File: config.mk
export PLATFORM = sky130hd
export DESIGN_NAME = slot_message_buffer
export DESIGN_NICKNAME = d
export VERILOG_FILES = /design/src/hw/rtl/smb_pkg.sv /design/src/hw/rtl/smb_controller.sv /design/src/hw/rtl/smb_datapath.sv /design/src/hw/rtl/slot_message_buffer.sv
export VERILOG_INCLUDE_DIRS = /design/src /design/src/hw/rtl
export SDC_FILE = /design/constraint.sdc
export NUM_CORES = 1
export LEC_CHECK = 0
export BUFFER_PORTS_ARGS = -buffer_cell sky130_fd_sc_hd__buf_2
export CAP_MARGIN = 25
export CORE_ASPECT_RATIO = 0.9
export CORE_UTILIZATION = 60
export CTS_BUF_LIST = sky130_fd_sc_hd__clkbuf_8
export DETAILED_ROUTE_END_ITERATION = 6
export HOLD_SLACK_MARGIN = 0.02
export PLACE_DENSITY = 0.84
export SETUP_SLACK_MARGIN = 0.5
export SYNTH_ARGS = -nofsm -noshare
export SYNTH_HDL_FRONTEND = slang
export SYNTH_SLANG_ARGS = --single-unit
File: constraint.sdc
create_clock -name clk -period 5.3 [get_ports clk]
set_clock_uncertainty 0.2 [all_clocks]
set_input_delay 0 -clock clk [delete_from_list [all_inputs] [get_ports clk]]
set_output_delay 0 -clock clk [all_outputs]
set_load 0.02 [all_outputs]
File: src/hw/rtl/assert_macros.svh
// Assertion macros shared by the RTL of the slot message buffer.
// Define NO_ASSERTIONS to compile every macro to nothing.
`ifndef ASSERT_MACROS_SVH
`define ASSERT_MACROS_SVH

`ifndef NO_ASSERTIONS

// Check that a condition implies another in the same cycle
`define ASSERT_IMPLIES(label, clk, rst_n, cond, expr) \
    label: assert property (@(posedge clk) disable iff (!rst_n) (cond) |-> (expr)) \
        else $error("assertion failed: implication");

// Check that a condition implies another in the following cycle
`define ASSERT_NEXT(label, clk, rst_n, cond, expr) \
    label: assert property (@(posedge clk) disable iff (!rst_n) (cond) |=> (expr)) \
        else $error("assertion failed: next-cycle implication");

`else

`define ASSERT_IMPLIES(label, clk, rst_n, cond, expr)
`define ASSERT_NEXT(label, clk, rst_n, cond, expr)

`endif

`endif

File: src/hw/rtl/smb_pkg.sv
// Shared types and constants of the slot message buffer.
// No dependencies; used by the controller, the datapath and the top level.
`timescale 1ns / 1ps

package smb_pkg;

    // Operation codes carried on the action field
    localparam logic ACT_STORE = 1'b0;
    localparam logic ACT_READ  = 1'b1;

    // Commands from the controller to the datapath
    typedef struct packed {
        logic capture;   // latch the accepted input item
        logic exec;      // apply the store or read to the slot state
        logic load_out;  // move the staged result into the output register
    } smb_cmd_t;

endpackage

File: src/hw/rtl/smb_controller.sv
// Sequencing state machine of the slot message buffer.
// Depends on smb_pkg for the command struct.
`timescale 1ns / 1ps

module smb_controller
(
    input  logic            clk,
    input  logic            rst_n,
    input  logic            in_valid,
    output logic            in_ready,
    output logic            out_valid,
    input  logic            out_ready,
    output smb_pkg::smb_cmd_t cmd
);
    import smb_pkg::*;

    typedef enum logic [2:0] {
        ST_IDLE = 3'b001,
        ST_EXEC = 3'b010,
        ST_LOAD = 3'b100
    } state_t;

    state_t state_reg;
    state_t state_next;
    logic   out_valid_reg;
    logic   out_valid_next;
    logic   load_ok;

    // Take a new item only when no item is in flight
    assign in_ready  = (state_reg == ST_IDLE);
    assign out_valid = out_valid_reg;

    // Load the output register once it is empty or being drained
    assign load_ok = (state_reg == ST_LOAD) && (!out_valid_reg || out_ready);

    always_comb
    begin
        cmd.capture  = in_valid && in_ready;
        cmd.exec     = (state_reg == ST_EXEC);
        cmd.load_out = load_ok;
    end

    // Advance through capture, execute and load
    always_comb
    begin
        state_next = state_reg;
        unique case (state_reg)
            ST_IDLE:
            begin
                if (in_valid)
                    state_next = ST_EXEC;
            end
            ST_EXEC:
            begin
                state_next = ST_LOAD;
            end
            ST_LOAD:
            begin
                if (load_ok)
                    state_next = ST_IDLE;
            end
            default:
            begin
                state_next = ST_IDLE;
            end
        endcase
    end

    // Hold the result until its transfer completes
    always_comb
    begin
        out_valid_next = out_valid_reg;
        if (load_ok)
            out_valid_next = 1'b1;
        else if (out_ready)
            out_valid_next = 1'b0;
    end

    always_ff @(posedge clk or negedge rst_n)
    begin
        if (!rst_n)
        begin
            state_reg     <= ST_IDLE;
            out_valid_reg <= 1'b0;
        end
        else
        begin
            state_reg     <= state_next;
            out_valid_reg <= out_valid_next;
        end
    end

endmodule

File: src/hw/rtl/smb_datapath.sv
// Slot store, search logic, flags and output register of the slot message buffer.
// Depends on smb_pkg for the action codes and the command struct.
`timescale 1ns / 1ps

module smb_datapath
#(
    parameter int SLOTS         = 10,
    parameter int PAYLOAD_WIDTH = 32
)
(
    input  logic              clk,
    input  logic              rst_n,
    input  smb_pkg::smb_cmd_t cmd,
    input  logic              action,
    input  logic [31:0]       payload,
    output logic              read_valid,
    output logic [31:0]       read_payload,
    output logic              stored,
    output logic              available,
    output logic              overload,
    output logic [3:0]        message_count
);
    import smb_pkg::*;

    // Stored width: the input field carries at most 32 bits
    localparam int DW = (PAYLOAD_WIDTH < 32) ? PAYLOAD_WIDTH : 32;
    localparam int IW = $clog2(SLOTS);
    localparam int PW = $clog2(SLOTS + 1);

    // Index of the single set bit of a one-hot vector
    function automatic logic [IW-1:0] oh_to_idx(input logic [SLOTS-1:0] oh);
        logic [IW-1:0] idx;
        idx = '0;
        for (int i = 0; i < SLOTS; i++)
        begin
            if (oh[i])
                idx = idx | IW'(i);
        end
        return idx;
    endfunction

    // Captured input item
    logic          act_reg;
    logic [DW-1:0] data_reg;

    // Slot state and flags
    logic [SLOTS-1:0] slot_valid_reg, slot_valid_next;
    logic             slot0_written_reg, slot0_written_next;
    logic [PW-1:0]    ptr_reg, ptr_next;
    logic [PW-1:0]    count_reg, count_next;
    logic             avail_reg, avail_next;
    logic             ovl_reg, ovl_next;

    // Staged result, waiting for the memory read data
    logic res_valid_reg, res_valid_next;
    logic res_stored_reg, res_stored_next;
    logic res_zero_reg, res_zero_next;

    // Payload memory
    logic [DW-1:0] mem [SLOTS];
    logic [DW-1:0] rd_data_reg;
    logic          mem_we;
    logic [IW-1:0] wr_addr;
    logic [IW-1:0] rd_addr;

    // Output register
    logic        read_valid_reg;
    logic [31:0] read_payload_reg;
    logic        stored_reg;
    logic        available_reg;
    logic        overload_reg;
    logic [3:0]  count_out_reg;

    // Search signals
    logic [SLOTS-1:0] lower_mask;
    logic [SLOTS-1:0] upper_vec;
    logic [SLOTS-1:0] search_vec;
    logic [SLOTS-1:0] hit_oh;
    logic [SLOTS-1:0] free_vec;
    logic [SLOTS-1:0] free_oh;
    logic             hit_found;
    logic             free_found;
    logic [IW-1:0]    hit_idx;
    logic [IW-1:0]    free_idx;
    logic [PW+3:0]    count_ext;

    // Mask off slots below the read pointer
    always_comb
    begin
        for (int i = 0; i < SLOTS; i++)
            lower_mask[i] = (PW'(i) < ptr_reg);
    end

    // Pick the first valid slot at or above the pointer, else wrap to the lowest valid slot
    assign upper_vec  = slot_valid_reg & ~lower_mask;
    assign search_vec = (|upper_vec) ? upper_vec : slot_valid_reg;
    assign hit_oh     = search_vec & (~search_vec + SLOTS'(1));
    assign hit_found  = |slot_valid_reg;
    assign hit_idx    = oh_to_idx(hit_oh);

    // Pick the lowest free slot
    assign free_vec   = ~slot_valid_reg;
    assign free_oh    = free_vec & (~free_vec + SLOTS'(1));
    assign free_found = |free_vec;
    assign free_idx   = oh_to_idx(free_oh);

    // Apply the store or read
    always_comb
    begin
        slot_valid_next    = slot_valid_reg;
        slot0_written_next = slot0_written_reg;
        ptr_next           = ptr_reg;
        count_next         = count_reg;
        avail_next         = avail_reg;
        ovl_next           = ovl_reg;
        res_valid_next     = res_valid_reg;
        res_stored_next    = res_stored_reg;
        res_zero_next      = res_zero_reg;
        mem_we             = 1'b0;
        wr_addr            = free_idx;
        rd_addr            = '0;
        if (cmd.exec)
        begin
            if (act_reg == ACT_STORE)
            begin
                avail_next     = 1'b1;
                res_valid_next = 1'b0;
                res_zero_next  = 1'b1;
                if (free_found)
                begin
                    slot_valid_next = slot_valid_reg | free_oh;
                    mem_we          = 1'b1;
                    count_next      = count_reg + PW'(1);
                    ovl_next        = 1'b0;
                    res_stored_next = 1'b1;
                    if (free_idx == '0)
                        slot0_written_next = 1'b1;
                end
                else
                begin
                    ovl_next        = 1'b1;
                    res_stored_next = 1'b0;
                end
            end
            else
            begin
                res_stored_next = 1'b0;
                if (hit_found)
                begin
                    slot_valid_next = slot_valid_reg & ~hit_oh;
                    if (count_reg != '0)
                        count_next = count_reg - PW'(1);
                    ptr_next       = PW'(hit_idx) + PW'(1);
                    rd_addr        = hit_idx;
                    res_valid_next = 1'b1;
                    res_zero_next  = 1'b0;
                end
                else
                begin
                    // Empty read: return slot 0's stale contents, or zero if slot 0 was never written
                    ptr_next       = '0;
                    avail_next     = 1'b0;
                    ovl_next       = 1'b0;
                    rd_addr        = '0;
                    res_valid_next = 1'b0;
                    res_zero_next  = !slot0_written_reg;
                end
            end
        end
    end

    // Control state
    always_ff @(posedge clk or negedge rst_n)
    begin
        if (!rst_n)
        begin
            slot_valid_reg    <= '0;
            slot0_written_reg <= 1'b0;
            ptr_reg           <= '0;
            count_reg         <= '0;
            avail_reg         <= 1'b0;
            ovl_reg           <= 1'b0;
        end
        else
        begin
            slot_valid_reg    <= slot_valid_next;
            slot0_written_reg <= slot0_written_next;
            ptr_reg           <= ptr_next;
            count_reg         <= count_next;
            avail_reg         <= avail_next;
            ovl_reg           <= ovl_next;
        end
    end

    // Latch the input item on its transfer; stage the result
    always_ff @(posedge clk)
    begin
        if (cmd.capture)
        begin
            act_reg  <= action;
            data_reg <= payload[DW-1:0];
        end
        res_valid_reg  <= res_valid_next;
        res_stored_reg <= res_stored_next;
        res_zero_reg   <= res_zero_next;
    end

    // Write and read the payload memory
    always_ff @(posedge clk)
    begin
        if (mem_we)
            mem[wr_addr] <= data_reg;
        if (cmd.exec)
            rd_data_reg <= mem[rd_addr];
    end

    // Load the output register
    assign count_ext = {4'b0000, count_reg};

    always_ff @(posedge clk)
    begin
        if (cmd.load_out)
        begin
            read_valid_reg   <= res_valid_reg;
            read_payload_reg <= res_zero_reg ? 32'd0 : 32'(rd_data_reg);
            stored_reg       <= res_stored_reg;
            available_reg    <= avail_reg;
            overload_reg     <= ovl_reg;
            count_out_reg    <= count_ext[3:0];
        end
    end

    assign read_valid    = read_valid_reg;
    assign read_payload  = read_payload_reg;
    assign stored        = stored_reg;
    assign available     = available_reg;
    assign overload      = overload_reg;
    assign message_count = count_out_reg;

endmodule

File: src/hw/rtl/slot_message_buffer.sv
// Each item passes through capture, execute and load; no new item is taken before
// its load. Capture latches the input, execute applies it to the slots and reads the
// payload memory, and load moves the result to the output register once it is free.
// A new item is taken while the previous result waits in the output register.
// Reset (rst_n, asynchronous): all slots empty, pointer, count and flags cleared.
// Top level of the slot message buffer; depends on smb_pkg, the controller,
// the datapath and assert_macros.svh.
`timescale 1ns / 1ps
`include "assert_macros.svh"

module slot_message_buffer
#(
    parameter int SLOTS         = 10,
    parameter int PAYLOAD_WIDTH = 32
)
(
    input  logic        clk,
    input  logic        rst_n,
    input  logic        in_valid,
    output logic        in_ready,
    input  logic        action,
    input  logic [31:0] payload,
    output logic        out_valid,
    input  logic        out_ready,
    output logic        read_valid,
    output logic [31:0] read_payload,
    output logic        stored,
    output logic        available,
    output logic        overload,
    output logic [3:0]  message_count
);
    import smb_pkg::*;

    smb_cmd_t cmd;

    // Sequence each item
    smb_controller u_ctrl
    (
        .clk       (clk),
        .rst_n     (rst_n),
        .in_valid  (in_valid),
        .in_ready  (in_ready),
        .out_valid (out_valid),
        .out_ready (out_ready),
        .cmd       (cmd)
    );

    // Hold the slots and produce the result
    smb_datapath
    #(
        .SLOTS         (SLOTS),
        .PAYLOAD_WIDTH (PAYLOAD_WIDTH)
    )
    u_dp
    (
        .clk           (clk),
        .rst_n         (rst_n),
        .cmd           (cmd),
        .action        (action),
        .payload       (payload),
        .read_valid    (read_valid),
        .read_payload  (read_payload),
        .stored        (stored),
        .available     (available),
        .overload      (overload),
        .message_count (message_count)
    );

    // One item in flight: no transfer in the cycle after one is taken
    `ASSERT_NEXT(a_one_in_flight, clk, rst_n, in_valid && in_ready, !in_ready)
    // A result is never both a read hit and a store
    `ASSERT_IMPLIES(a_read_or_store, clk, rst_n, out_valid && read_valid, !stored)
    // Overload only arises after a store, which also sets available
    `ASSERT_IMPLIES(a_overload_avail, clk, rst_n, out_valid && overload, available)
    // A successful store always leaves the buffer marked available
    `ASSERT_IMPLIES(a_stored_avail, clk, rst_n, out_valid && stored, available)

endmodule

## Word level (Yosys, flattened, before mapping)

Memories as Yosys holds them, arrays and structs flattened. A register that Yosys moved wholly into a read port is not among the register bits.
Cells that the tools add are included.

- Register bits after elaboration: 101
- RAM bits: 320
- Bits of input ports: 37
- Logic and storage cells: 118
- Memories: 1

Memories:

| memory | depth | bits a word | rd ports | clocked after memory_dff | write ports | RTL line | RTL |
|---|---|---|---|---|---|---|---|
| u_dp.mem | 10 | 32 | 1 | 1 | 1 | smb_datapath.sv:60 | `logic [DW-1:0] mem [SLOTS];` |

- Add/sub/neg operators: 5
- Magnitude comparators: 10
- Eq/ne operators: 8
- Multiplexer cells: 46
- Bitwise logic cells: 11
- Reductions and logical operators: 18

Operators with widths:

| operator | count |
|---|---|
| $not 10->10 | 5 |
| $mux 4 | 12 |
| $and 10x10->10 | 4 |
| $mux 10 | 4 |
| $mux 3 | 10 |
| $reduce_or 10->1 | 3 |
| $add 10x1->10 const B | 2 |
| $lt 3x4->1 const A | 4 |
| $mux 1 | 15 |
| $or 10x10->10 | 1 |
| $pmux 3 s3 | 1 |
| $add 4x1->4 const B | 2 |
| $lt 1x4->1 const A | 2 |
| $lt 2x4->1 const A | 2 |
| $lt 4x4->1 const A | 2 |
| $mux 2 | 4 |
| $ne 2x2->1 const B | 4 |
| $reduce_and 4->1 | 2 |
| $reduce_and 2->1 | 3 |
| $logic_not 4->1 | 1 |
| $reduce_bool 2->1 | 2 |
| $reduce_bool 4->1 | 1 |
| $sub 4x1->4 const B | 1 |
| $eq 3x1->1 const B | 1 |
| other kinds (8) | 10 |

## Longest topological paths before layout

Gate-level depths: netlist (run 1).

- Depth after elaboration: 20
- Depth in mapped cells: 14
- Depth with buffers taken out: 11

## Modules after synthesis

Synthesis (run 1) repeated with hierarchy kept, for this count alone.

- Cells, all modules: 1,060
- Area, all modules: 17,166.5 um^2

By module, submodules not included:

| module | times used | cells each | area each (um^2) | seq. area each (um^2) |
|---|---|---|---|---|
| smb_datapath | 1 | 1,040 | 16,937.5 | 13,377.8 |
| smb_controller | 1 | 20 | 229.0 | 101.3 |

## Worst setup path after synthesis (run 1)

No wires, ideal clock.

- Path type: register to register
- Start: register u_ctrl.state_reg[2]
- End: memory u_dp.mem[6][0] (netlist bit), enable pin
- Arrival time: 3,345 ps
- Required time: 4,679 ps
- Setup slack: 1,334 ps
- Cell stages (with the launch flop): 8
- Path buffers: 0
- Clock period less this slack: 3,966 ps
- Path through: dfrtp_1 > nor2_1 > nand2_1 > inv_1 > nand2_1 > nor2_1 > nand4b_1 > nor2_1

- Cells in the longest elaborated chain, start to end: 4

RTL lines:

| element | RTL line | RTL |
|---|---|---|
| start, declared | smb_controller.sv:23 | `state_t state_reg;` |
| start signal, assigned | smb_controller.sv:88 | `state_reg <= state_next;` |
| $eq 3x2->1 | smb_controller.sv:39 | `cmd.exec = (state_reg == ST_EXEC);` |
| $mux 1 | smb_datapath.sv:122 | `if (cmd.exec)` |
| $mux 1 | smb_datapath.sv:211 | `if (mem_we)` |
| $mux 1 (implied by the code) | smb_datapath.sv:212 | `mem[wr_addr] <= data_reg;` |
| end, declared | smb_datapath.sv:60 |  |

Every way passes these cells.

## Worst setup path after layout (run 1)

- Start: register u_dp.ptr_reg[3]
- End: register u_dp.rd_data_reg[1], read port of u_dp.mem, data pin

- Cells in the longest elaborated chain, start to end: 20
- Elaborated cells on any way between the ends: 29

RTL lines:

| element | RTL line | RTL |
|---|---|---|
| start, declared | smb_datapath.sv:49 | `logic [PW-1:0] ptr_reg, ptr_next;` |
| start signal, assigned | smb_datapath.sv:188 | `ptr_reg <= ptr_next;` |
| $lt 1x4->1, or another cell as far along | smb_datapath.sv:91 | `lower_mask[i] = (PW'(i) < ptr_reg);` |
| $not 10->10 (*) | smb_datapath.sv:95 | `assign upper_vec = slot_valid_reg & ~lower_mask;` |
| $and 10x10->10 (*) | smb_datapath.sv:95 |  |
| $reduce_or 10->1 | smb_datapath.sv:96 | `assign search_vec = (\|upper_vec) ? upper_vec : slot_valid_reg;` |
| $mux 10 (*) | smb_datapath.sv:96 |  |
| $not 10->10 | smb_datapath.sv:97 | `assign hit_oh = search_vec & (~search_vec + SLOTS'(1));` |
| $add 10x1->10 | smb_datapath.sv:97 |  |
| $and 10x10->10 (*) | smb_datapath.sv:97 |  |
| $mux 1 | smb_datapath.sv:36 | `if (oh[i])` |
| $mux 2 (2 in a row) | smb_datapath.sv:36 |  |
| $mux 3 (4 in a row) | smb_datapath.sv:36 |  |
| $mux 4 | smb_datapath.sv:36 |  |
| $mux 4 (*) | smb_datapath.sv:36 |  |
| $mux 4 (*) | smb_datapath.sv:148 | `if (hit_found)` |
| $mux 4 (*) | smb_datapath.sv:124 | `if (act_reg == ACT_STORE)` |
| $mux 4 (*) | smb_datapath.sv:122 |  |
| end, declared | smb_datapath.sv:61 | `logic [DW-1:0] rd_data_reg;` |

Every way passes the cells marked *; elsewhere a longest branch is shown, timed or not.
A chain may end at the register's enable or synchronous reset.

==> reports/qor_table.md, run 1 <==
| Step | Quantity | This run |
|---|---|---|
| outcome | Run status | complete, no violations |
| drt | Post-route ant nets | 0 |
| floorplanning | Die Area | 31700 µm² |
| flow run | Max-cap violations | 0 |
| synthesis | Top cell type's share of synthesized area | 69.2% |
| grt | Initial antenna violation count | 0 |
| drt | Detail-routed net length per standard cell | 24.1 µm |
| pwr | Logic pwr share | 28.6% |
| pwr | Cell internal pwr | 6.73 mW |
| floorplanning | Effective utilization at floorplan | 61.6% |
| pwr | Worst vdd rail ir drop | 0.000322 V |
| drt | Detailed-route DRC error count | 0 |
| synthesis | Post-synthesis async set-or-reset flop share | 5.52% |
| synthesis | Most common flop cell mapped by yosys | sky130_fd_sc_hd__edfxtp_1 |
| critical path | Critical path startpoint category | flip-flop |
| sta | Measured slew at the worst slew-check pin | 972 ps |
| critical path | Type of element capturing the critical path | flip-flop |
| sta | Peak clock frequency supported by timing | 219 MHz |
| layout | N_diodes | 0 |
| floorplanning | Standard-cell row count | 60 |
| sta | Final Setup Violations | 0 |
| drt | 1st-pass router iterations | 6 |
| place | Worst setup timing slack at the placement stage | 760 ps |
| place | Number of port buffers | 78 |
| synthesis | Yosys cell types | 70 |
| grt | Remaining Overflow, GRT | 0 |
| synthesis | Biggest area consumer among synthesized cells | sky130_fd_sc_hd__edfxtp_1 |
| sta | Number of max-slew violations in the final report | 0 |
| critical path | Required arrival time at the worst endpoint | 5390 ps |
| synthesis | Gate count of the mapped netlist | 1271 |
| synthesis | Number of synthesized flops with an enable pin | 428 |
| critical path | CP Class | flip-flop to flip-flop |
| synthesis | Portion of the post-synthesis area used by sequential elements | 72.6% |
| layout | Area growth from synthesis to layout | 16.0% |
| critical path | Critical path fanouts, max | 24 |
| floorplanning | Standard cell core area | 30200 µm² |
| floorplanning | Die extent in y | 169 µm |
| pwr | Switching component of the power | 3.49 mW |
| sta | Setup WS post-layout | 738 ps |
| sta | Final Hold Viols | 0 |
| layout | Largest Register | u_dp.mem |
| cts | Number of buffers inserted during clock tree synthesis | 70 |
| pwr | Clock power share | 26.2% |
| layout | Layout cells sized above 1 | 17.5% |
| sta | RSZ-0062 raised after global routing | no |
| synthesis | Most repeated cell in the gate-level netlist after synthesis | sky130_fd_sc_hd__edfxtp_1 |
| floorplanning | Die X | 187 µm |
| pwr | Total leakage power | 7.28 nW |
| grt | Via count of the first global-routing pass | 12300 |
| grt | Maximum number of pins on one net before global-route repair | 70 |
| worst hold path | Worst min-delay path class | flip-flop to flip-flop |
| critical path | Crit path from | u_dp.ptr_reg[3]$_DFFE_PN0P_ |
| cts | CTS H-tree lvls | 3 |
| place | Total placed cells including tap cells | 1705 |
| synthesis | Syn Area/Cell | 14.6 µm² |
| synthesis | Flip-flop and latch count after synthesis | 453 |
| drt | Via density per instance | 6.39 |
| cts | Clock insertion delay at the later pin of the skew report | 600 ps |
| synthesis | Cell types with the highest counts after synthesis | 428 x sky130_fd_sc_hd__edfxtp_1, 166 x sky130_fd_sc_hd__nand2_1, 63 x sky130_fd_sc_hd__a221oi_1 |
| drt | DRC marker count from the first detailed-route iteration | 1535 |
| pwr | Share of total power in sequential cells | 45.2% |
| synthesis | Cell area after technology mapping | 18600 µm² |
| cts | Largest buffer count on any clock path | 3 |
| grt | First-pass GRT wire length | 69.1 mm |
| layout | Non-filler instance count after layout | 1894 |
| drt | DR vias | 12100 |
| synthesis | Dominant cells by area after synthesis | sky130_fd_sc_hd__edfxtp_1 69%, sky130_fd_sc_hd__nand2_1 3.4%, sky130_fd_sc_hd__dfrtp_1 3.2% |
| drt | Routed WL | 45.7 mm |
| pwr | Power density cells | 474 nW/µm² |
| worst hold path | Worst hold path startpoint | u_dp.res_stored_reg$_DFFE_PP_ |
| critical path | Beginning of the worst register-to-register path | u_dp.ptr_reg[3]$_DFFE_PN0P_ |
| floorplanning | I/O pin total | 79 |
| cts | Cell at the root of the clock tree | sky130_fd_sc_hd__clkbuf_8 |
| sta | Time the final worst path needs with I/O delays and setup | 4560 ps |
| synthesis | YS warnings | 0 |
| place | Placer Congestion | 0.871 |
| cts | Clock tree sinks | 453 |
| cts | CTS tree | done |
| grt | Tot GR Track Use | 29.1% |
| cts | Clock transition at the registers of the reported paths | 60 ps |
| sta | Final Cycle Share | 86.1% |
| synthesis | Net count after synthesis | 1312 |
| layout | Layout filler cell count | 1884 |
| place | DPL Wire Length | 25.7 mm |
| critical path | Data arrival time of the worst path | 4650 ps |
| pwr | Sw Ratio | 34.1% |
| layout | Net total in the final layout | 1490 |
| sta | Setup Total Neg Slack | 0 ps |
| layout | Number of flip-flops under the largest register name | 320 |
| sta | Relative slew slack | 34.8% |
## final cells by class
class | instances | area [µm²] | area share, %
Clock buffer | 72 | 991 | 4.60
Inverter | 41 | 154 | 0.714
Multi-Input combinational cell | 690 | 4590 | 21.3
Clock inverter | 42 | 264 | 1.22
Sequential cell | 453 | 13500 | 62.5
Tap cell | 403 | 504 | 2.34
Timing Repair Buffer | 193 | 1570 | 7.29
## power by group through the flow
| stage | sequential, mW | clock, mW | combinational [mW] |
|---|---|---|---|
| after floorplan | 4.57 | 0 | 2.11 |
| after global placement | 4.68 | 0 | 2.66 |
| after detailed placement | 4.69 | 0 | 2.79 |
| after CTS | 4.62 | 2.70 | 2.85 |
| after global routing | 4.64 | 2.85 | 3.12 |
| final | 4.62 | 2.67 | 2.92 |
## timing repair
item,in CTS,in global routing
gates resized for setup,0,1
hold buffers,73,0
setup buffers,0,0
endpoints found under the hold margin,62,0
endpoints found under the setup margin,0,2
## layout by cell type, fill, tap and decap left out, types with 34 or more instances in the layout
cell,instances
sky130_fd_sc_hd__edfxtp_1,428
sky130_fd_sc_hd__clkbuf_8,72
sky130_fd_sc_hd__buf_2,78
sky130_fd_sc_hd__o21ai_0,46
sky130_fd_sc_hd__a221oi_1,63
sky130_fd_sc_hd__nand2_1,165
sky130_fd_sc_hd__o21a_1,35
sky130_fd_sc_hd__inv_1,50
sky130_fd_sc_hd__buf_4,34
sky130_fd_sc_hd__dlygate4sd3_1,72
## through the flow
stage                     hold WS [ps]  power [mW]  cell area, µm²  util (%)
after global routing               224        10.6           21600      71.4
after global placement            -159        7.34           19400      64.4
after CTS                          218        10.2           21500      71.3
after floorplan                   -496        6.68           18600         -
final                              219        10.2           21600      71.4
after detailed placement          -150        7.47           19500      64.6
## layer usage
metal  GRT usage (%)  part of all wire (%)  vias to the layer above  routed length (µm)
li1                -                     -                     5303                   -
met3            5.41                   9.3                      151                4240
met2            46.9                    48                      776               21900
met4            12.6                   3.5                        0                1590
met5               0                     0                        -                   0
met1            39.1                    39                     5879               17900
## critical path: stages (launching register included)
cell and delay (ps):
sky130_fd_sc_hd__dfrtp_1 530, sky130_fd_sc_hd__inv_1 270, sky130_fd_sc_hd__a32oi_2 160, sky130_fd_sc_hd__o21ai_1 780, sky130_fd_sc_hd__o32ai_2 280, sky130_fd_sc_hd__o21ai_1 340
sky130_fd_sc_hd__and3_1 420, sky130_fd_sc_hd__nand2_2 460, sky130_fd_sc_hd__buf_4 330, sky130_fd_sc_hd__a221oi_1 330, sky130_fd_sc_hd__o22ai_1 180
## final timing paths
check / to / slack [ps] / depth (start not counted)
worst max-delay path: u_dp.rd_data_reg[1]$_DFFE_PP_ / 740 / 10
worst min-delay path: u_dp.stored$_DFFE_PP_ / 220 / 0
worst max register to register: u_dp.rd_data_reg[1]$_DFFE_PP_ / 740 / 10
worst min register to register: u_dp.stored$_DFFE_PP_ / 220 / 0
max in group asynchronous: u_dp.slot_valid_reg[3]$_DFFE_PN0P_ / 4440 / 4
min in group asynchronous: u_dp.count_reg[3]$_DFFE_PN0P_ / 270 / 4
## cells by family (layout without fill, tap and decap cells)
logic type      count (synthesis)  after routing  share of synthesized area, %
mux                            32             32                          1.72
xor+xnor                        5              5                         0.236
flops                         453            453                          72.6
buf+inv                       128            348                          3.40
compound gates                334            334                          13.8
simple gates                  315            315                          7.93
fa+ha+maj                       4              4                         0.310
Note: power is estimated with default switching activity, not from simulation.
==> inputs of run 2 (changes only) <==
--- a/config.mk
+++ b/config.mk
@@ -17,4 +17,5 @@
 export SETUP_SLACK_MARGIN = 0.5
 export SYNTH_ARGS = -nofsm -noshare
 export SYNTH_HDL_FRONTEND = slang
+export SYNTH_HIERARCHICAL = 1
 export SYNTH_SLANG_ARGS = --single-unit
==> run 2 against run 1 <==
  * Cell count is 12% lower
  * Critical path depth is 1 higher
  * Clock-buffer cell count is 2 lower
  * Clock power barely moved
  * Sequential cell count stayed put
  * Highest routed layer unchanged
==> reports/qor_table.md, run 2 <==
| Step | Quantity | This run |
|---|---|---|
| outcome | Run status | complete, no violations |
| drt | Post-route ant nets | 0 |
| floorplanning | Die Area | 29300 µm² |
| synthesis | Post-Synth Simple-Gate Area | 6.10% |
| sta | Final Setup Violations | 0 |
| place | Number of port buffers | 78 |
| floorplanning | Standard-cell row count | 58 |
| critical path | Delay of the slowest cell on the worst path | 770 ps |
| sta | Setup Total Neg Slack | 0 ps |
| critical path | Critical path startpoint category | flip-flop |
| synthesis | Biggest area consumer among synthesized cells | sky130_fd_sc_hd__edfxtp_1 |
| synthesis | Top cell type's share of synthesized area | 74.9% |
| cts | Clock transition at the registers of the reported paths | 60 ps |
| critical path | R2r endpoint | u_dp/rd_data_reg[30]$_DFFE_PP_ |
| worst hold path | Worst hold path startpoint | in_valid |
| drt | Routed WL | 40.6 mm |
| critical path | Worst Reg2Reg Path Length in Cells | 11 |
| drt | 1st-pass router iterations | 7 |
| layout | Largest Register | u_dp/mem |
| layout | N_diodes | 0 |
| layout | Net total in the final layout | 1296 |
| grt | Tot GR Track Use | 28.1% |
| synthesis | Dominant combinational cell family by area after synthesis | compound AO/OA/AOI/OAI gates |
| synthesis | Gate count of the mapped netlist | 1060 |
| synthesis | Syn Area/Cell | 16.2 µm² |
| cts | Post-cts gate resize count | 0 |
| sta | Final Hold Viols | 0 |
| sta | WHS | 87.6 ps |
| sta | RSZ-0062 raised after global routing | no |
| cts | CTS H-tree lvls | 3 |
| grt | Maximum number of pins on one net before global-route repair | 41 |
| pwr | Worst vdd rail ir drop | 0.000246 V |
| synthesis | Yosys cell types | 65 |
| synthesis | Post-synthesis adder-cell area fraction | 0.335% |
| synthesis | Net count after synthesis | 1101 |
| drt | DR vias | 10700 |
| critical path | Crit path from | u_dp/slot_valid_reg[9]$_DFFE_PN0P_ |
| sta | Number of max-slew violations in the final report | 0 |
| synthesis | Portion of the post-synthesis area used by sequential elements | 78.5% |
| drt | Via density per instance | 6.43 |
| critical path | Required arrival time at the worst endpoint | 5460 ps |
| sta | Relative slew slack | 29.5% |
| layout | Area growth from synthesis to layout | 17.3% |
| grt | Remaining Overflow, GRT | 0 |
| sta | Peak clock frequency supported by timing | 221 MHz |
| cts | Number of buffers inserted during clock tree synthesis | 69 |
| floorplanning | I/O pin total | 79 |
| sta | Final Cycle Share | 85.3% |
| pwr | Total leakage power | 6.88 nW |
| critical path | Critical Path Slowest Stage Cell | sky130_fd_sc_hd__o21ai_4 |
| synthesis | Fraction of synthesized area in multiplexers | 0% |
| layout | Util after Layout | 71.9% |
| floorplanning | Die extent in y | 162 µm |
| synthesis | Flip-flop and latch count after synthesis | 453 |
| cts | Clock tree sinks | 453 |
| place | DPL Wire Length | 21.8 mm |
| flow run | Max-cap violations | 0 |
| drt | Detail-routed net length per standard cell | 24.4 µm |
| critical path | Beginning of the worst register-to-register path | u_dp/slot_valid_reg[9]$_DFFE_PN0P_ |
| floorplanning | Standard cell core area | 28000 µm² |
| synthesis | Dominant cells by area after synthesis | sky130_fd_sc_hd__edfxtp_1 75%, sky130_fd_sc_hd__dfrtp_1 3.5%, sky130_fd_sc_hd__o221ai_1 3.2% |
| worst hold path | Worst min-delay path class | input pin to flip-flop |
| synthesis | Most common flop cell mapped by yosys | sky130_fd_sc_hd__edfxtp_1 |
| place | Placed instance area | 18100 µm² |
| sta | Time the final worst path needs with I/O delays and setup | 4520 ps |
| synthesis | Post-synthesis compound-gate area fraction | 12.3% |
| grt | Initial antenna violation count | 0 |
| worst hold path | Endpoint of the worst hold path | u_ctrl/state_reg[1]$_DFFE_PN0P_ |
| floorplanning | Effective utilization at floorplan | 61.3% |
| synthesis | Cell types with the highest counts after synthesis | 428 x sky130_fd_sc_hd__edfxtp_1, 96 x sky130_fd_sc_hd__nand2_1, 63 x sky130_fd_sc_hd__o221ai_1 |
| synthesis | Cell area after technology mapping | 17200 µm² |
| layout | Layout filler cell count | 1732 |
| sta | Measured slew at the worst slew-check pin | 1050 ps |
| cts | Cell at the root of the clock tree | sky130_fd_sc_hd__clkbuf_8 |
| critical path | Data arrival time of the worst path | 4680 ps |
| drt | Detailed-route DRC error count | 0 |
| synthesis | Number of synthesized flops with an enable pin | 428 |
| critical path | Total buffers and inverters traversed by the critical path | 2 |
| grt | First-pass GRT wire length | 61.1 mm |
| layout | Most frequent standard cell in the layout excluding fill and tap cells | sky130_fd_sc_hd__edfxtp_1 |
| critical path | Worst-path cell chain | or3_1, a221oi_2, nor2_1, nor2_2, o21a_1, o31ai_4, buf_4, o21ai_4, buf_4, o21bai_1, o211ai_1 |
| layout | Design Area, Final | 20100 µm² |
| cts | Largest buffer count on any clock path | 3 |
| layout | Highest-count cells in the layout ignoring fill and taps | 428 x sky130_fd_sc_hd__edfxtp_1, 96 x sky130_fd_sc_hd__nand2_1, 78 x sky130_fd_sc_hd__buf_2 |
| pwr | Power density cells | 410 nW/µm² |
| critical path | Critical path's top delay family | compound AO/OA/AOI/OAI gates |
| grt | Via count of the first global-routing pass | 10700 |
| layout | Layout cells sized above 1 | 18.4% |
| critical path | Most used cell along the critical path | sky130_fd_sc_hd__buf_4 |
| critical path | Critical path fanouts, max | 30 |
| synthesis | XOR/XNOR share of the synthesized area | 0.255% |
| critical path | Worst reg-to-reg setup slack | 780 ps |
| worst hold path | Worst Hold Path Cells | 3 |
| synthesis | YS warnings | 6 |
| cts | CTS tree | done |
| layout | Number of flip-flops under the largest register name | 320 |
| cts | Clock insertion delay at the later pin of the skew report | 590 ps |
| synthesis | Post-synthesis async set-or-reset flop share | 5.52% |
| place | Placer Congestion | 0.942 |
| drt | DRC marker count from the first detailed-route iteration | 1326 |
| critical path | Type of element capturing the critical path | flip-flop |
| synthesis | Most repeated cell in the gate-level netlist after synthesis | sky130_fd_sc_hd__edfxtp_1 |
| floorplanning | Die X | 180 µm |
| cts | Post-CTS setup buffer count | 0 |
| critical path | CP Class | flip-flop to flip-flop |
==> run 2: cell count changes after synthesis, sizes merged, moves of 31 or more <==
cell    before  now
o22a        33    1
buf         47   16
nand2      167   96
o221ai       0   63
a32o         1   32
mux2i       32    0
o21a        36    4
==> run 2: routing by layer <==
metal | part of all wire (%) | vias to the layer above | GRT usage, %
met3 | 11 | 131 | 5.97
met4 | 3.4 | 0 | 12.3
met1 | 38 | 5193 | 38.0
li1 | - | 4618 | -
met2 | 47 | 746 | 44.7
met5 | 0 | - | 0
==> run 2: layout make-up <==
class	instances	area [µm²]	area share, %
Clock inverter	49	292	1.45
Clock buffer	70	963	4.78
Inverter	44	165	0.820
Sequential cell	453	13500	66.9
Timing Repair Buffer	187	1420	7.04
Tap cell	360	450	2.24
Multi-Input combinational cell	500	3370	16.7
==> run 2: what timing repair did <==
action	in CTS	in global routing
hold buffers	72	0
setup endpoints to repair	0	0
hold endpoints to repair	100	0
==> run 2: report_power, final <==
part	switching [mW]	internal, mW	total (mW)
combinational	0.709	0.347	1.06
sequential	0.240	4.30	4.54
clock	1.32	1.34	2.66
==> run 2: kinds of logic after synthesis <==
logic type / count (synthesis)
AND/OR/NAND/NOR: 216
AO/OA/AOI/OAI: 275
buffers and inverters: 107
flip-flops: 453
adder cells (fa/ha/maj): 4
XOR/XNOR: 5
==> run 2: metrics by stage <==
step	cells	worst slack (ps)	total power, mW
2_1_floorplan	1060	1310	5.17
3_3_place_gp	1471	1000	5.56
3_5_place_dp	1471	904	5.60
4_1_cts	1662	890	8.26
5_1_grt	1663	658	8.54
6_report	1663	780	8.26
==> run 2: worst min-delay path, cell delays in order <==
cell and delay, ps:
sky130_fd_sc_hd__dlygate4sd3_1 510, sky130_fd_sc_hd__buf_2 100, sky130_fd_sc_hd__and4bb_2 200
==> run 2: worst max-delay path by stage <==
stage | to | slack, ps | cells past startpoint
after floorplan | u_dp/mem[3][0]$_DFFE_PP_ | 1310 | 9
after global placement | u_dp/rd_data_reg[30]$_DFFE_PP_ | 1000 | 11
after detailed placement | u_dp/rd_data_reg[3]$_DFFE_PP_ | 900 | 11
after CTS | u_dp/rd_data_reg[0]$_DFFE_PP_ | 890 | 11
after global routing | u_dp/rd_data_reg[11]$_DFFE_PP_ | 660 | 11
final | u_dp/rd_data_reg[30]$_DFFE_PP_ | 780 | 11
==> inputs of run 3 (changes only) <==
--- a/config.mk
+++ b/config.mk
@@ -9,11 +9,11 @@
 export BUFFER_PORTS_ARGS = -buffer_cell sky130_fd_sc_hd__buf_2
 export CAP_MARGIN = 25
 export CORE_ASPECT_RATIO = 0.9
-export CORE_UTILIZATION = 60
+export CORE_UTILIZATION = 25
 export CTS_BUF_LIST = sky130_fd_sc_hd__clkbuf_8
 export DETAILED_ROUTE_END_ITERATION = 6
 export HOLD_SLACK_MARGIN = 0.02
-export PLACE_DENSITY = 0.84
+export PLACE_DENSITY = 0.45
 export SETUP_SLACK_MARGIN = 0.5
 export SYNTH_ARGS = -nofsm -noshare
 export SYNTH_HDL_FRONTEND = slang
==> run 3 against run 2 <==
  * Utilization down 41 points
  * Power grew 3.4%
  * Wire length up 14%
  * Die area increased by 140%
  * Cell count grew 32%
  * Sequential cell count unchanged
  * Combinational power is essentially flat
  * Non-clock buffer count is 2 higher
  * Register-to-register slack better by 140 ps
  * Sequential power hardly changed
  * Clock power up 10%
==> reports/qor_table.md, run 3 (synthesis gave the netlist of run 2 again) <==
| Step | Quantity | This run |
|---|---|---|
| drt | Routed WL | 46.3 mm |
| grt | Tot GR Track Use | 13.4% |
| cts | CTS H-tree lvls | 3 |
| worst hold path | Worst min-delay path class | input pin to flip-flop |
| critical path | Worst-path cell chain | inv_1, o211ai_1, o211ai_2, o21ai_1, a221oi_2, o31ai_4, buf_4, o21ai_4, buf_4, o22ai_1, o221ai_1 |
| drt | Detail-routed net length per standard cell | 21.0 µm |
| pwr | Power density cells | 406 nW/µm² |
| sta | Setup Total Neg Slack | 0 ps |
| layout | Net total in the final layout | 1307 |
| pwr | Worst vdd rail ir drop | 0.000145 V |
| sta | Final Setup Violations | 0 |
| floorplanning | I/O pin total | 79 |
| layout | Most frequent standard cell in the layout excluding fill and tap cells | sky130_fd_sc_hd__edfxtp_1 |
| sta | WHS | 194 ps |
| floorplanning | Die X | 278 µm |
| drt | DRC marker count from the first detailed-route iteration | 762 |
| drt | DR vias | 10300 |
| floorplanning | Die extent in y | 251 µm |
| drt | Detailed-route DRC error count | 0 |
| sta | Time the final worst path needs with I/O delays and setup | 4380 ps |
| layout | Highest-count cells in the layout ignoring fill and taps | 428 x sky130_fd_sc_hd__edfxtp_1, 96 x sky130_fd_sc_hd__nand2_1, 80 x sky130_fd_sc_hd__clkbuf_8 |
| cts | Clock tree sinks | 453 |
| drt | 1st-pass router iterations | 5 |
| grt | Remaining Overflow, GRT | 0 |
| layout | Design Area, Final | 21000 µm² |
| grt | First-pass GRT wire length | 69.3 mm |
| grt | Via count of the first global-routing pass | 10700 |
| critical path | CP Class | flip-flop to flip-flop |
| layout | Number of flip-flops under the largest register name | 320 |
| place | Placed instance area | 18800 µm² |
| flow run | Max-cap violations | 0 |
| drt | Via density per instance | 4.66 |
| critical path | Type of element capturing the critical path | flip-flop |
| floorplanning | Effective utilization at floorplan | 25.4% |
| critical path | Data arrival time of the worst path | 4650 ps |
| place | Placer Congestion | 0.861 |
| outcome | Run status | complete, no violations |
| sta | Measured slew at the worst slew-check pin | 963 ps |
| cts | Largest buffer count on any clock path | 3 |
| cts | Number of buffers inserted during clock tree synthesis | 78 |
| sta | Final Hold Viols | 0 |
| cts | Post-CTS setup buffer count | 0 |
| place | Number of port buffers | 78 |
| critical path | Critical path fanouts, max | 37 |
| cts | Post-cts gate resize count | 0 |
| sta | RSZ-0062 raised after global routing | no |
| cts | Number of hold-repair buffers added at the cts stage | 73 |
| layout | Largest Register | u_dp/mem |
| critical path | Critical path startpoint category | flip-flop |
| critical path | Critical Path Slowest Stage Cell | sky130_fd_sc_hd__o21ai_4 |
| cts | Clock transition at the registers of the reported paths | 60 ps |
| layout | Area growth from synthesis to layout | 22.3% |
| critical path | Required arrival time at the worst endpoint | 5570 ps |
| floorplanning | Die Area | 69700 µm² |
| critical path | Critical path's top delay family | compound AO/OA/AOI/OAI gates |
| floorplanning | Standard-cell row count | 90 |
| sta | Final Cycle Share | 82.7% |
| pwr | Total leakage power | 6.99 nW |
| sta | Peak clock frequency supported by timing | 228 MHz |
| sta | Number of max-slew violations in the final report | 0 |
| critical path | Delay of the slowest cell on the worst path | 820 ps |
| sta | Relative slew slack | 35.6% |
| critical path | Most used cell along the critical path | sky130_fd_sc_hd__buf_4 |
| cts | CTS tree | done |
| layout | N_diodes | 0 |
| drt | Post-route ant nets | 0 |
| critical path | Total buffers and inverters traversed by the critical path | 3 |
| place | DPL Wire Length | 26.6 mm |
| cts | Cell at the root of the clock tree | sky130_fd_sc_hd__clkbuf_8 |
| floorplanning | Standard cell core area | 67500 µm² |
| layout | Layout cells sized above 1 | 18.9% |
| grt | Initial antenna violation count | 0 |
| cts | Clock insertion delay at the later pin of the skew report | 670 ps |
| grt | Maximum number of pins on one net before global-route repair | 42 |
run 3: final cells by class:
type                       count  area (µm²)
fill                        6667       46500
sequential                   453       13500
multi-input combinational    500        3370
timing repair buffer         189        1450
clock buffer                  80        1100
tap                          874        1090
clock inverter                61         338
inverter                      44         165
run 3: where the power goes:
group,switching [mW],leakage (nW),internal [mW]
clock,1.45,0.820,1.48
combinational,0.710,1.98,0.331
sequential,0.259,4.20,4.30
total,2.42,6.99,6.12
run 3: worst paths after layout:
kind | from | to | slack [ps] | cells past startpoint
hold / removal | out_ready | u_ctrl/state_reg[0]$_DFFE_PN1P_ | 190 | 4
hold reg to reg | u_dp/res_valid_reg$_SDFFCE_PN0P_ | u_dp/read_valid$_DFFE_PP_ | 220 | 0
setup / recovery | u_dp/ptr_reg[3]$_DFFE_PN0P_ | u_dp/rd_data_reg[8]$_DFFE_PP_ | 920 | 11
max in group asynchronous | rst_n | u_dp/slot_valid_reg[3]$_DFFE_PN0P_ | 4510 | 4
min in group asynchronous | rst_n | u_ctrl/state_reg[0]$_DFFE_PN1P_ | 210 | 3
setup reg to reg | u_dp/ptr_reg[3]$_DFFE_PN0P_ | u_dp/rd_data_reg[8]$_DFFE_PP_ | 920 | 11
run 3: worst register-to-register path, delay by kind of cell, from the launching register on:
family | cells | cell delay (ps)
AO/OA/AOI/OAI | 8 | 2510
buffers and inverters | 3 | 970
flip-flops | 1 | 530
run 3: routing by layer:
metal | vias to the layer above | part of all wire, % | GRT usage, %
met3 | 78 | 5.3 | 3.23
li1 | 4666 | - | -
met1 | 5246 | 47 | 18.5
met5 | - | 0 | 0
met4 | 0 | 2.0 | 3.82
met2 | 274 | 45 | 20.8
run 3: per-stage QoR:
step / worst slack (ps) / total power, mW / utilization (%) / std cells
5_1_grt: 546 / 8.94 / 31.1 / 2201
2_1_floorplan: 1310 / 5.17 / - / 1060
3_3_place_gp: 827 / 5.63 / 27.9 / 1987
6_report: 919 / 8.53 / 31.1 / 2201
3_5_place_dp: 846 / 5.65 / 27.9 / 1987
4_1_cts: 808 / 8.67 / 31.1 / 2201
